**src/design/chc_pkg.sv**
```systemverilog
// Shared types and constant tables for the cladding heat capacity interpolator.
// Holds the breakpoint and heat capacity tables and per-segment divider constants.
// No dependencies.
`default_nettype none

package chc_pkg;

  localparam int STORED_POINTS = 15;

  // Offset added to the interpolation numerator so that it stays non-negative.
  // The steepest falling segment moves the value by up to 9664 units of 1/64,
  // so the bias must exceed that.
  localparam int Q_BIAS  = 16384;
  localparam int OFS_MUL = 2 * Q_BIAS + 1;
  // Scale of the reciprocal constants.
  localparam int RECIP_SHIFT = 25;
  localparam longint RECIP_ONE = 64'd1 << RECIP_SHIFT;

  // Breakpoints in 1/16 K.
  localparam logic [15:0] BP_Q4 [STORED_POINTS] = '{
    16'(300 * 16),  16'(400 * 16),  16'(640 * 16),  16'(1090 * 16), 16'(1093 * 16),
    16'(1113 * 16), 16'(1133 * 16), 16'(1153 * 16), 16'(1173 * 16), 16'(1193 * 16),
    16'(1213 * 16), 16'(1233 * 16), 16'(1248 * 16), 16'(2098 * 16), 16'(2099 * 16)
  };

  // Heat capacity values in 1/64 J/kg-K.
  localparam logic [15:0] CP_Q6 [STORED_POINTS] = '{
    16'(281 * 64), 16'(302 * 64), 16'(331 * 64), 16'(375 * 64), 16'(502 * 64),
    16'(590 * 64), 16'(615 * 64), 16'(719 * 64), 16'(816 * 64), 16'(770 * 64),
    16'(619 * 64), 16'(469 * 64), 16'(356 * 64), 16'(356 * 64), 16'(356 * 64)
  };

  localparam logic [15:0] CP_MIN_Q6 = 16'(281 * 64);
  localparam logic [15:0] CP_MAX_Q6 = 16'(816 * 64);

  // Per-segment step of the table value in whole J/kg-K. The final entry
  // belongs to no segment and is never used for interpolation.
  localparam logic signed [8:0] SEG_DK [STORED_POINTS] = '{
    9'sd21, 9'sd29, 9'sd44, 9'sd127, 9'sd88, 9'sd25, 9'sd104, 9'sd97,
    -9'sd46, -9'sd151, -9'sd150, -9'sd113, 9'sd0, 9'sd0, 9'sd0
  };

  // Twice the segment width in whole kelvin: the divisor.
  localparam logic [10:0] SEG_DEN [STORED_POINTS] = '{
    11'd200, 11'd480, 11'd900, 11'd6, 11'd40, 11'd40, 11'd40, 11'd40,
    11'd40, 11'd40, 11'd40, 11'd30, 11'd1700, 11'd2, 11'd2
  };

  // Numerator offset: half the divisor for rounding plus the bias term.
  localparam logic [24:0] SEG_OFF [STORED_POINTS] = '{
    25'(OFS_MUL * 100), 25'(OFS_MUL * 240), 25'(OFS_MUL * 450), 25'(OFS_MUL * 3),
    25'(OFS_MUL * 20),  25'(OFS_MUL * 20),  25'(OFS_MUL * 20),  25'(OFS_MUL * 20),
    25'(OFS_MUL * 20),  25'(OFS_MUL * 20),  25'(OFS_MUL * 20),  25'(OFS_MUL * 15),
    25'(OFS_MUL * 850), 25'(OFS_MUL * 1),   25'(OFS_MUL * 1)
  };

  // Reciprocal of the divisor, floor(2^25 / divisor).
  localparam logic [24:0] SEG_RECIP [STORED_POINTS] = '{
    25'(RECIP_ONE / 200), 25'(RECIP_ONE / 480), 25'(RECIP_ONE / 900),
    25'(RECIP_ONE / 6),   25'(RECIP_ONE / 40),  25'(RECIP_ONE / 40),
    25'(RECIP_ONE / 40),  25'(RECIP_ONE / 40),  25'(RECIP_ONE / 40),
    25'(RECIP_ONE / 40),  25'(RECIP_ONE / 40),  25'(RECIP_ONE / 30),
    25'(RECIP_ONE / 1700), 25'(RECIP_ONE / 2),  25'(RECIP_ONE / 2)
  };

  // Result of the segment search stage.
  typedef struct packed {
    logic        valid;
    logic        oor;
    logic        last;
    logic [3:0]  seg;
    logic [13:0] delta;
  } loc_t;

  // Operands handed to the divider stages.
  typedef struct packed {
    logic        valid;
    logic        bypass;
    logic        oor;
    logic [15:0] fixed_value;
    logic [15:0] base;
    logic [24:0] num;
    logic [10:0] den;
    logic [24:0] recip;
  } div_in_t;

endpackage

`default_nettype wire

```
**src/design/clad_heat_capacity_interp.sv**
```systemverilog
// Top level of the cladding heat capacity interpolator.
// Depends on chc_pkg, chc_locate and chc_recip_div.
`default_nettype none

// Usage.
// A temperature (unsigned, 4 fraction bits, kelvin) is offered on temperature
// with start high; the transfer takes place at the rising edge where start is
// high and busy is low. busy is always low, so a new temperature may be
// offered in every cycle and the block sustains one transfer per clock.
// Each transfer produces exactly one result: done is high for one cycle with
// heat_capacity (unsigned, 6 fraction bits, J/kg-K, rounded to nearest) and
// off_table, and results leave in the order the temperatures arrived.
// Temperatures below the first or above the last breakpoint give
// off_table high and a heat capacity of zero.
// The work runs through four register stages: segment search, numerator
// formation with a narrow multiplier, a reciprocal multiply, and a correction
// with the final sum.
// The receiver has no way to hold results off; a result is taken in the cycle
// in which done is high. Synchronous reset clears the valid bits of every
// stage, so items in flight are dropped and no stale result emerges.
module clad_heat_capacity_interp #(
  parameter int TABLE_POINTS = 15
) (
  input  wire logic        clk,
  input  wire logic        rst,
  input  wire logic        start,
  output logic             busy,
  input  wire logic [15:0] temperature,
  output logic             done,
  output logic [15:0]      heat_capacity,
  output logic             off_table
);
  import chc_pkg::*;

  localparam int USED = (TABLE_POINTS > STORED_POINTS) ? STORED_POINTS :
                        ((TABLE_POINTS < 2) ? 2 : TABLE_POINTS);
  localparam int LAST = USED - 1;

  loc_t    loc;
  div_in_t dreg;

  logic signed [23:0] step_prod;
  logic signed [26:0] num_s;

  // The pipeline never stalls, so a transfer is possible in every cycle.
  assign busy = 1'b0;

  // Stage one: find the segment.
  chc_locate #(
    .TABLE_POINTS (TABLE_POINTS)
  ) u_locate (
    .clk         (clk),
    .rst         (rst),
    .start       (start),
    .temperature (temperature),
    .loc         (loc)
  );

  // Stage two: form the numerator 8*dk*d + (2*bias + 1)*S, which is the
  // rounding numerator shifted by a bias so that it never goes negative.
  always_comb begin
    step_prod = SEG_DK[loc.seg] * $signed({1'b0, loc.delta});
    num_s     = $signed({step_prod, 3'b000}) + $signed({2'd0, SEG_OFF[loc.seg]});
  end

  always_ff @(posedge clk) begin
    if (rst) begin
      dreg.valid <= 1'b0;
    end else begin
      dreg.valid <= loc.valid;
    end
    dreg.bypass      <= loc.oor || loc.last;
    dreg.oor         <= loc.oor;
    dreg.fixed_value <= loc.oor ? 16'd0 : CP_Q6[LAST];
    dreg.base        <= CP_Q6[loc.seg] - 16'(Q_BIAS);
    dreg.num         <= num_s[24:0];
    dreg.den         <= SEG_DEN[loc.seg];
    dreg.recip       <= SEG_RECIP[loc.seg];
  end

  // Stages three and four: divide, correct, and add the segment base.
  chc_recip_div u_div (
    .clk           (clk),
    .rst           (rst),
    .din           (dreg),
    .done          (done),
    .heat_capacity (heat_capacity),
    .off_table     (off_table)
  );

  // Every accepted temperature gives one result strobe, and no strobe comes without one.
  a_latency: assert property (@(posedge clk) disable iff (rst)
    (!$past(rst, 1) && !$past(rst, 2) && !$past(rst, 3) && !$past(rst, 4))
      |-> (done == $past(start, 4)))
    else $error("result strobe does not follow the accepted transfer");

  // A temperature outside the table must give zero.
  a_oor_zero: assert property (@(posedge clk) disable iff (rst)
    (done && off_table) |-> (heat_capacity == 16'd0))
    else $error("off-table result is not zero");

  // An interpolated value lies within the span of the table values.
  a_in_span: assert property (@(posedge clk) disable iff (rst)
    (done && !off_table) |-> ((heat_capacity >= CP_MIN_Q6) && (heat_capacity <= CP_MAX_Q6)))
    else $error("interpolated value outside the table span");

endmodule

`default_nettype wire

```
**src/design/chc_locate.sv**
```systemverilog
// Segment search stage: finds the breakpoint segment that holds the temperature.
// Depends on chc_pkg for the breakpoint table and the loc_t type.
`default_nettype none

module chc_locate #(
  parameter int TABLE_POINTS = 15
) (
  input  wire logic         clk,
  input  wire logic         rst,
  input  wire logic         start,
  input  wire logic [15:0]  temperature,
  output chc_pkg::loc_t     loc
);
  import chc_pkg::*;

  localparam int USED = (TABLE_POINTS > STORED_POINTS) ? STORED_POINTS :
                        ((TABLE_POINTS < 2) ? 2 : TABLE_POINTS);
  localparam int LAST = USED - 1;
  localparam logic [3:0] LAST_SEG = 4'(LAST);

  logic [3:0]  seg_next;
  logic        oor_next;
  logic [15:0] diff;

  // The breakpoints rise, so the last one not above the temperature wins.
  always_comb begin
    seg_next = '0;
    for (int k = 1; k < STORED_POINTS; k++) begin
      if ((k < USED) && (temperature >= BP_Q4[k])) begin
        seg_next = 4'(k);
      end
    end
    oor_next = (temperature < BP_Q4[0]) || (temperature > BP_Q4[LAST]);
    diff     = temperature - BP_Q4[seg_next];
  end

  always_ff @(posedge clk) begin
    if (rst) begin
      loc.valid <= 1'b0;
    end else begin
      loc.valid <= start;
    end
    loc.oor   <= oor_next;
    loc.last  <= (seg_next == LAST_SEG);
    loc.seg   <= seg_next;
    loc.delta <= diff[13:0];
  end

endmodule

`default_nettype wire

```
**src/design/chc_recip_div.sv**
```systemverilog
// Two-stage rounding divider by reciprocal multiplication with one correction step.
// Depends on chc_pkg for the div_in_t type and scaling constants.
`default_nettype none

module chc_recip_div (
  input  wire logic             clk,
  input  wire logic             rst,
  input  wire chc_pkg::div_in_t din,
  output logic                  done,
  output logic [15:0]           heat_capacity,
  output logic                  off_table
);
  import chc_pkg::*;

  logic [49:0] prod;
  logic        a_valid;
  logic        a_bypass;
  logic        a_oor;
  logic [15:0] a_fixed;
  logic [15:0] a_base;
  logic [24:0] a_num;
  logic [10:0] a_den;
  logic [14:0] a_quot;

  logic [25:0] back;
  logic [24:0] rem;
  logic        corr;
  logic [15:0] value;

  // The estimate is at most one below the true quotient.
  assign prod = 50'(din.num) * 50'(din.recip);

  always_ff @(posedge clk) begin
    if (rst) begin
      a_valid <= 1'b0;
    end else begin
      a_valid <= din.valid;
    end
  end

  always_ff @(posedge clk) begin
    a_bypass <= din.bypass;
    a_oor    <= din.oor;
    a_fixed  <= din.fixed_value;
    a_base   <= din.base;
    a_num    <= din.num;
    a_den    <= din.den;
    a_quot   <= prod[RECIP_SHIFT + 14:RECIP_SHIFT];
  end

  always_comb begin
    back  = 26'(a_quot) * 26'(a_den);
    rem   = a_num - 25'(back);
    corr  = (rem >= 25'(a_den));
    value = a_bypass ? a_fixed : (a_base + 16'(a_quot) + 16'(corr));
  end

  always_ff @(posedge clk) begin
    if (rst) begin
      done <= 1'b0;
    end else begin
      done <= a_valid;
    end
  end

  always_ff @(posedge clk) begin
    heat_capacity <= value;
    off_table     <= a_oor;
  end

endmodule

`default_nettype wire
```
**config.mk**
```make
export PLATFORM = sky130hd
export DESIGN_NAME = clad_heat_capacity_interp
export DESIGN_NICKNAME = d
export VERILOG_FILES = /design/src/design/chc_pkg.sv /design/src/design/clad_heat_capacity_interp.sv /design/src/design/chc_locate.sv /design/src/design/chc_recip_div.sv
export SDC_FILE = /design/constraint.sdc
export NUM_CORES = 2
export LEC_CHECK = 0
export ABC_AREA = 1
export BUFFER_PORTS_ARGS = -buffer_cell sky130_fd_sc_hd__buf_2
export CAP_MARGIN = 25
export CORE_MARGIN = 1.5
export CORE_UTILIZATION = 45
export DETAILED_ROUTE_END_ITERATION = 10
export GPL_ROUTABILITY_DRIVEN = 0
export HOLD_SLACK_MARGIN = 0.06
export PLACE_DENSITY = 0.62
export SLEW_MARGIN = 20
export SYNTH_ARGS = -nofsm -noshare
export SYNTH_HDL_FRONTEND = slang
export SYNTH_SLANG_ARGS = --single-unit
```
**constraint.sdc**
```tcl
create_clock -name clk -period 8.3 [get_ports clk]
set_input_delay 1.245 -clock clk [delete_from_list [all_inputs] [get_ports clk]]
set_output_delay 1.245 -clock clk [all_outputs]
set_load 0.03 [all_outputs]
```
==> After elaboration in Yosys (flattened, before gate mapping) <==
Memories as Yosys holds them, arrays and structs flattened. A register that Yosys moved wholly into a read port is not among the register bits.
Index checks and enable logic that the tools add are counted.
{ "op_classes": {"n_addsub": 6, "n_mul": 3, "div_mod_pow": 0, "n_lt_le_gt_ge": 19, "n_eq_ne": 1, "shift": 0, "n_mux": 24, "bitwise_logic": 2, "n_reduce_logical": 2} }
{ "ops": {"columns": ["operator", "count"], "rows": [
  ["$ge A16 B15 Y1 const B", 10],
  ["$mux W4", 13],
  ["$mux W25", 2],
  ["$mux W16", 3],
  ["$mul A25 B25 Y40", 1],
  ["$ge A16 B16 Y1 const B", 2],
  ["$mux W14", 2],
  ["$add A25 B25 Y25", 1],
  ["$ge A25 B11 Y1", 1],
  ["$mul A15 B11 Y25", 1],
  ["$sub A25 B25 Y25", 1],
  ["$mul A9 B15 Y22", 1],
  ["$mux W9", 2],
  ["$add A16 B1 Y16", 1],
  ["$add A16 B15 Y16", 1],
  ["$ge A16 B13 Y1 const B", 1],
  ["$ge A16 B14 Y1 const B", 1],
  ["$gt A16 B16 Y1 const B", 1],
  ["$lt A16 B13 Y1 const B", 1],
  ["$sub A16 B15 Y16 const B", 1],
  ["$mux W15", 1],
  ["$sub A14 B14 Y14", 1],
  ["$ge A5 B5 Y1 const B", 2],
  ["$not A4 Y5", 2],
  ["other kinds (3)", 4]
]} }
{ "word_totals": {"ff_bits": 183, "latch_bits": 0, "mem_bits_rw": 0, "mem_bits_ro": 1632, "in_bits": 19, "out_inout_bits": 19, "wordCells": 85, "mem_count": 6} }
{ "mem_list": {"columns": ["name", "depth", "width", "read_ports", "rd_ports_with_merged_regs", "write_ports", "line_no", "text"], "rows": [
  ["(no name shown)", 16, 25, 1, 1, 0, "clad_heat_capacity_interp.sv:78", "dreg.recip <= SEG_RECIP[loc.seg];"],
  ["(no name shown)", 16, 25, 1, 0, 0, "clad_heat_capacity_interp.sv:63", "num_s = $signed({step_prod, 3'b000}) + $signed({2'd0, SEG_OFF[loc.seg]});"],
  ["(no name shown)", 16, 16, 1, 0, 0, "chc_locate.sv:34", "diff = temperature - BP_Q4[seg_next];"],
  ["(no name shown)", 16, 16, 1, 0, 0, "clad_heat_capacity_interp.sv:75", "dreg.base <= CP_Q6[loc.seg] - 16'(Q_BIAS);"],
  ["(no name shown)", 16, 11, 1, 1, 0, "clad_heat_capacity_interp.sv:77", "dreg.den <= SEG_DEN[loc.seg];"],
  ["(no name shown)", 16, 9, 1, 0, 0, "clad_heat_capacity_interp.sv:62", "step_prod = SEG_DK[loc.seg] * $signed({1'b0, loc.delta});"]
]} }

==> Depth between registers and ports, before layout <==
{ "depth": {"depth_word": 20, "mapped_depth": 42, "mapped_depth_nobuf": 40} }

==> Cells and area by module <==
From an unflattened synthesis, not the netlist that was laid out.
{ "unflattened": {"cells_unflattened": 4638, "area_unflattened_um2": 36272.3} }
{ "by_module_without_submodules": {"columns": ["module", "n_inst", "cells_per_inst", "area_each_um2", "seq_area_each_um2"], "rows": [
  ["chc_recip_div", 1, 3576, 28014.4, 2082.0],
  ["clad_heat_capacity_interp", 1, 841, 6727.7, 1281.2],
  ["chc_locate", 1, 221, 1530.2, 420.4]
]} }

==> Worst setup path before layout <==
No wires, ideal clock.
{ "synth_path": {"path_type": "register to register", "startpoint": "register u_div.a_num[1]", "endpoint": "register u_div.heat_capacity[12]", "setup_ns": 0.131, "arrival_time_ns": 6.754, "slack_ns": 1.415, "path_stages_with_launch": 40, "path_buffers": 2, "path_cell_list": "dfxtp_1 clkbuf_1 clkbuf_1 nand2_1 fa_1 inv_1 ha_1 fa_1 inv_1 fa_1 inv_1 fa_1 inv_1 ha_1 nand2_1 inv_1 a21oi_1 nand2_1 [4 not listed] nand2_1 nand2_1 nand3_1 nor2_1 nand3_1 nor2_1 nand3_1 nor2_1 nand4_1 ha_1 ha_1 nand2_1 nor2_1 a21boi_0 o21ai_0 a21boi_0 xor2_1 o21ai_0"} }
{ "synth_via": {"elab_chain_cells": 4} }
{ "synth_lines": {"columns": ["item", "line_no", "text"], "rows": [
  ["start, declared", "chc_recip_div.sv:21", "logic [24:0] a_num;"],
  ["start signal, assigned", "chc_recip_div.sv:46", "a_num <= din.num;"],
  ["$sub A25 B25 Y25", "chc_recip_div.sv:53", "rem = a_num - 25'(back);"],
  ["$ge A25 B11 Y1", "chc_recip_div.sv:54", "corr = (rem >= 25'(a_den));"],
  ["$add A16 B1 Y16", "chc_recip_div.sv:55", "value = a_bypass ? a_fixed : (a_base + 16'(a_quot) + 16'(corr));"],
  ["$mux W16", "chc_recip_div.sv:55", null],
  ["via u_div.value[12]", "chc_recip_div.sv:28", "logic [15:0] value;"],
  ["end signal, assigned", "chc_recip_div.sv:67", "heat_capacity <= value;"],
  ["end, declared", "chc_recip_div.sv:10", "output logic [15:0] heat_capacity,"]
]} }
The timed path passes the listed nets, and every way through them passes these cells.
A chain may end at the register's enable or synchronous reset.

==> Worst setup path in the final report <==
{ "layout_path": {"startpoint": "register u_div.a_quot[2]", "endpoint": "register u_div.heat_capacity[14]"} }
{ "layout_via": {"elab_chain_cells": 5, "elab_cells_between_ends": 6} }
{ "layout_lines": {"columns": ["item", "line_no", "text"], "rows": [
  ["start, declared", "chc_recip_div.sv:23", "logic [14:0] a_quot;"],
  ["start signal, assigned", "chc_recip_div.sv:48", "a_quot <= prod[RECIP_SHIFT + 14:RECIP_SHIFT];"],
  ["$mul A15 B11 Y25", "chc_recip_div.sv:52", "back = 26'(a_quot) * 26'(a_den);"],
  ["$sub A25 B25 Y25", "chc_recip_div.sv:53", null],
  ["$ge A25 B11 Y1", "chc_recip_div.sv:54", null],
  ["$add A16 B1 Y16 *", "chc_recip_div.sv:55", null],
  ["$mux W16 *", "chc_recip_div.sv:55", null],
  ["via u_div.value[14]", "chc_recip_div.sv:28", null]
]} }
Mark *: on every way through the listed nets, which the timed path passes. The rest lies on a longest branch.

==> run summary <==
Status: complete, no violations
Place WS: 0.7235 ns
Mapped Cells: 4328
Vias/cell: 4.928
Share of post-route cells with drive strength above 1: 0.03483
Htree depth: 4
DIE HEIGHT: 277.2 um
Sequential area share after synthesis: 0.09707
Reg2Reg Depth: 39
Tmin final: 7.622 ns
R2R Path Start: u_div.a_quot[2]
Post-route cell area: 35640 um2
Crit-path slowest cell: dfxtp_1
Synthesis-to-finish area growth: 5.386%
Core area: 74450 um2
I/O pin total: 38
Finish-stage setup viols: 0
Core Util, Final: 0.4788
Worst Path Class, Setup: register to register
Detailed Route Iter0 Violations: 1859
Critical Path Sink: u_div.heat_capacity[14]
# diodes: 0
# DRC: 0
Synthesized flop and latch total: 164
CP most frequent cell: nand2_1
Reg clk slew, reported paths: 0.07 ns
TritonCTS clock tree: yes
Fillers: 7284
Ys Warns: 0
Starting Density: 0.4543
Num rows: 100
Crit path capture type: register
Crit path largest cell delay: 0.67 ns
Worst setup margin: 0.6784 ns
Top post-synthesis cells by area: fa_1 (38%), inv_1 (15%), ha_1 (14%)
Total gr overflow: 0
Top_reg_cell synth: dfxtp_1
WP data required: 8.68 ns
CP max FO: 14
Skew final: 0.01319 ns
Syn_nets: 5356
Area of the multi-input gates: 24960 um2
Slew of the pin with the lowest slew margin: 1.123 ns
Vias post-DR: 25998
Vias in the first global route: 27235
HP Class: register to register
Reg2reg setup slack: 0.68 ns
Worst Setup Start Kind: register
Maximum root-to-sink buffer count: 2
EDFF count, synth: 0
Unrepaired setup endpoints after global routing: false
Sink Count: 164
Crit. Startpoint: u_div.a_quot[2]
Final hold violations: 0
Area leader, netlist: fa_1
Initial antenna violation count: 2
# port buffers: 36
Setup TNS: 0 ns
Die Width: 277.2 um
Number of distinct library cells after synthesis: 53
Die area: 76810 um2
Max_slew headroom: 0.2500
Routed Antenna Nets: 0
Total Wirelength: 93.17 mm
Post-CTS Repair Setup Buffers: 0
Post-Syn Area: 33820 um2
Later-pin clock latency in the skew report: 0.45 ns
Max Clk Rate: 131.2 MHz
Cts bufs inserted: 17
Synth top area share: 0.3753
Final worst-path cycle share: 0.9183
Max Cap Viol: 0
Async set-reset flop share out of synthesis: 0
Gr usage total: 0.2529
Post-synthesis area per instance: 7.815 um2
First-pass GRT wire length: 149.9 mm
Terminus of the critical flop-to-flop path: u_div.heat_capacity[14]
Nets: 5322
Drt wl/cell: 17.66 um
Largest net degree at the start of global routing: 26
Worst path arrival time: 8.00 ns
DP Wirelength: 77.95 mm
Placed Instance Area: 35070 um2
Max-slew violations: 0
Pre-antenna DRT Iters: 6
Register area: 3286 um2
CTS Root Cell: clkbuf_16
-- cells in the final DEF (no fill, tap or decap), types with 7 or more instances in the layout --
master | netlist | routed
a21o_1 | 9 | 9
a21oi_1 | 133 | 133
a31oi_1 | 14 | 14
buf_2 | 6 | 36
buf_4 | 1 | 56
clkbuf_16 | 0 | 17
dfxtp_1 | 164 | 162
fa_1 | 634 | 634
ha_1 | 375 | 375
inv_1 | 1326 | 1326
inv_2 | 7 | 7
nand2_1 | 978 | 978
nand3_1 | 62 | 62
nand4_1 | 21 | 21
nor2_1 | 179 | 179
nor3_1 | 21 | 21
o21a_1 | 11 | 11
o21ai_0 | 80 | 80
o21bai_1 | 10 | 10
xnor2_1 | 30 | 30
xor2_1 | 69 | 69
-- worst min-delay path by stage --
stage	from	end	slack, ns	depth (start not counted)
after detailed placement	dreg[69]	u_div.a_base[8]	0.31	0
final	dreg[31]	u_div.a_den[6]	0.32	0
after global placement	dreg[71]	u_div.a_base[10]	0.31	0
after global routing	dreg[69]	u_div.a_base[8]	0.33	0
after CTS	dreg[31]	u_div.a_den[6]	0.32	0
after floorplan	dreg[71]	u_div.a_base[10]	0.31	0
-- cells by family (layout without fill, tap and decap cells) --
group	Yosys count	count (layout)	share of synthesized area
other	1	1	0.0001109
adders and majority gates	1009	1009	0.5140
AOI/OAI and AO/OA	289	289	0.04853
buffers and inverters	1481	1460	0.1649
xor gates and xnor gates	99	99	0.02564
DFF	164	164	0.09707
and+or+nand+nor	1285	1285	0.1497
-- synth_stat cells, types with 2 or more instances --
master	instances
inv_1	1326
nand2_1	978
fa_1	634
ha_1	375
nor2_1	179
dfxtp_1	164
a21oi_1	133
clkbuf_1	124
o21ai_0	80
xor2_1	69
nand3_1	62
xnor2_1	30
nand4_1	21
nor3_1	21
a31oi_1	14
buf_1	13
o21a_1	11
o21bai_1	10
a21o_1	9
inv_2	7
buf_2	6
o211ai_1	6
o31ai_1	6
nor4_1	4
o21ai_2	4
a21boi_0	3
a21oi_2	3
and2_1	3
clkinv_1	3
nand3b_1	3
or2_2	3
a221oi_1	2
o221ai_1	2
-- layer usage --
metal / share of wire / track usage / up-vias
met5: 0 / 0 / -
met4: 0.031 / 0.07551 / 0
met3: 0.068 / 0.04058 / 165
met2: 0.47 / 0.4199 / 820
met1: 0.43 / 0.3397 / 12674
li1: - / - / 12339
-- per-stage QoR --
step,std cells,hold WS (ns)
finish,5276,0.3211
global route,5276,0.3308
CTS,5276,0.3205
detailed placement,5244,0.3121
global placement,5244,0.3112
floorplan,4328,0.3096
-- flip-flops by register name (all words and copies together), names as in the netlist --
signal,cells
u_div.a_num,25
u_div.a_base,10
u_div.heat_capacity,16
u_div.a_den,7
dreg,64
u_div.a_quot,15
u_div.off_table,1
u_div.a_fixed,1
u_div.a_valid,1
u_div.done,1
u_div.a_oor,1
u_div.a_bypass,1
u_locate.loc,21
-- worst max-delay path, delay by kind of cell, from the launching register on --
kind	cells	cell delay [ns]
simple gates	19	1.81
compound gates	6	1.44
fa+ha+maj	9	3.23
buf+inv	4	0.22
flops	1	0.67
xor+xnor	1	0.16
-- area by class of cell --
type                            count  share of cell area
Multi-Input combinational cell   2683              0.7003
Inverter                         1336              0.1407
Sequential cell                   164             0.09218
Tap cell                          969             0.03401
Timing Repair Buffer               92             0.01685
Clock buffer                       18             0.01204
Clock inverter                     14            0.003931
-- repair_timing --
action / CTS / global route
endpoints found under the setup margin: 0 / 1
hold buffers: 0 / 0
resized for setup: 0 / 1
Power is not shown: default switching activity piles up to over one toggle a cycle in this logic, so the estimate is an artifact.
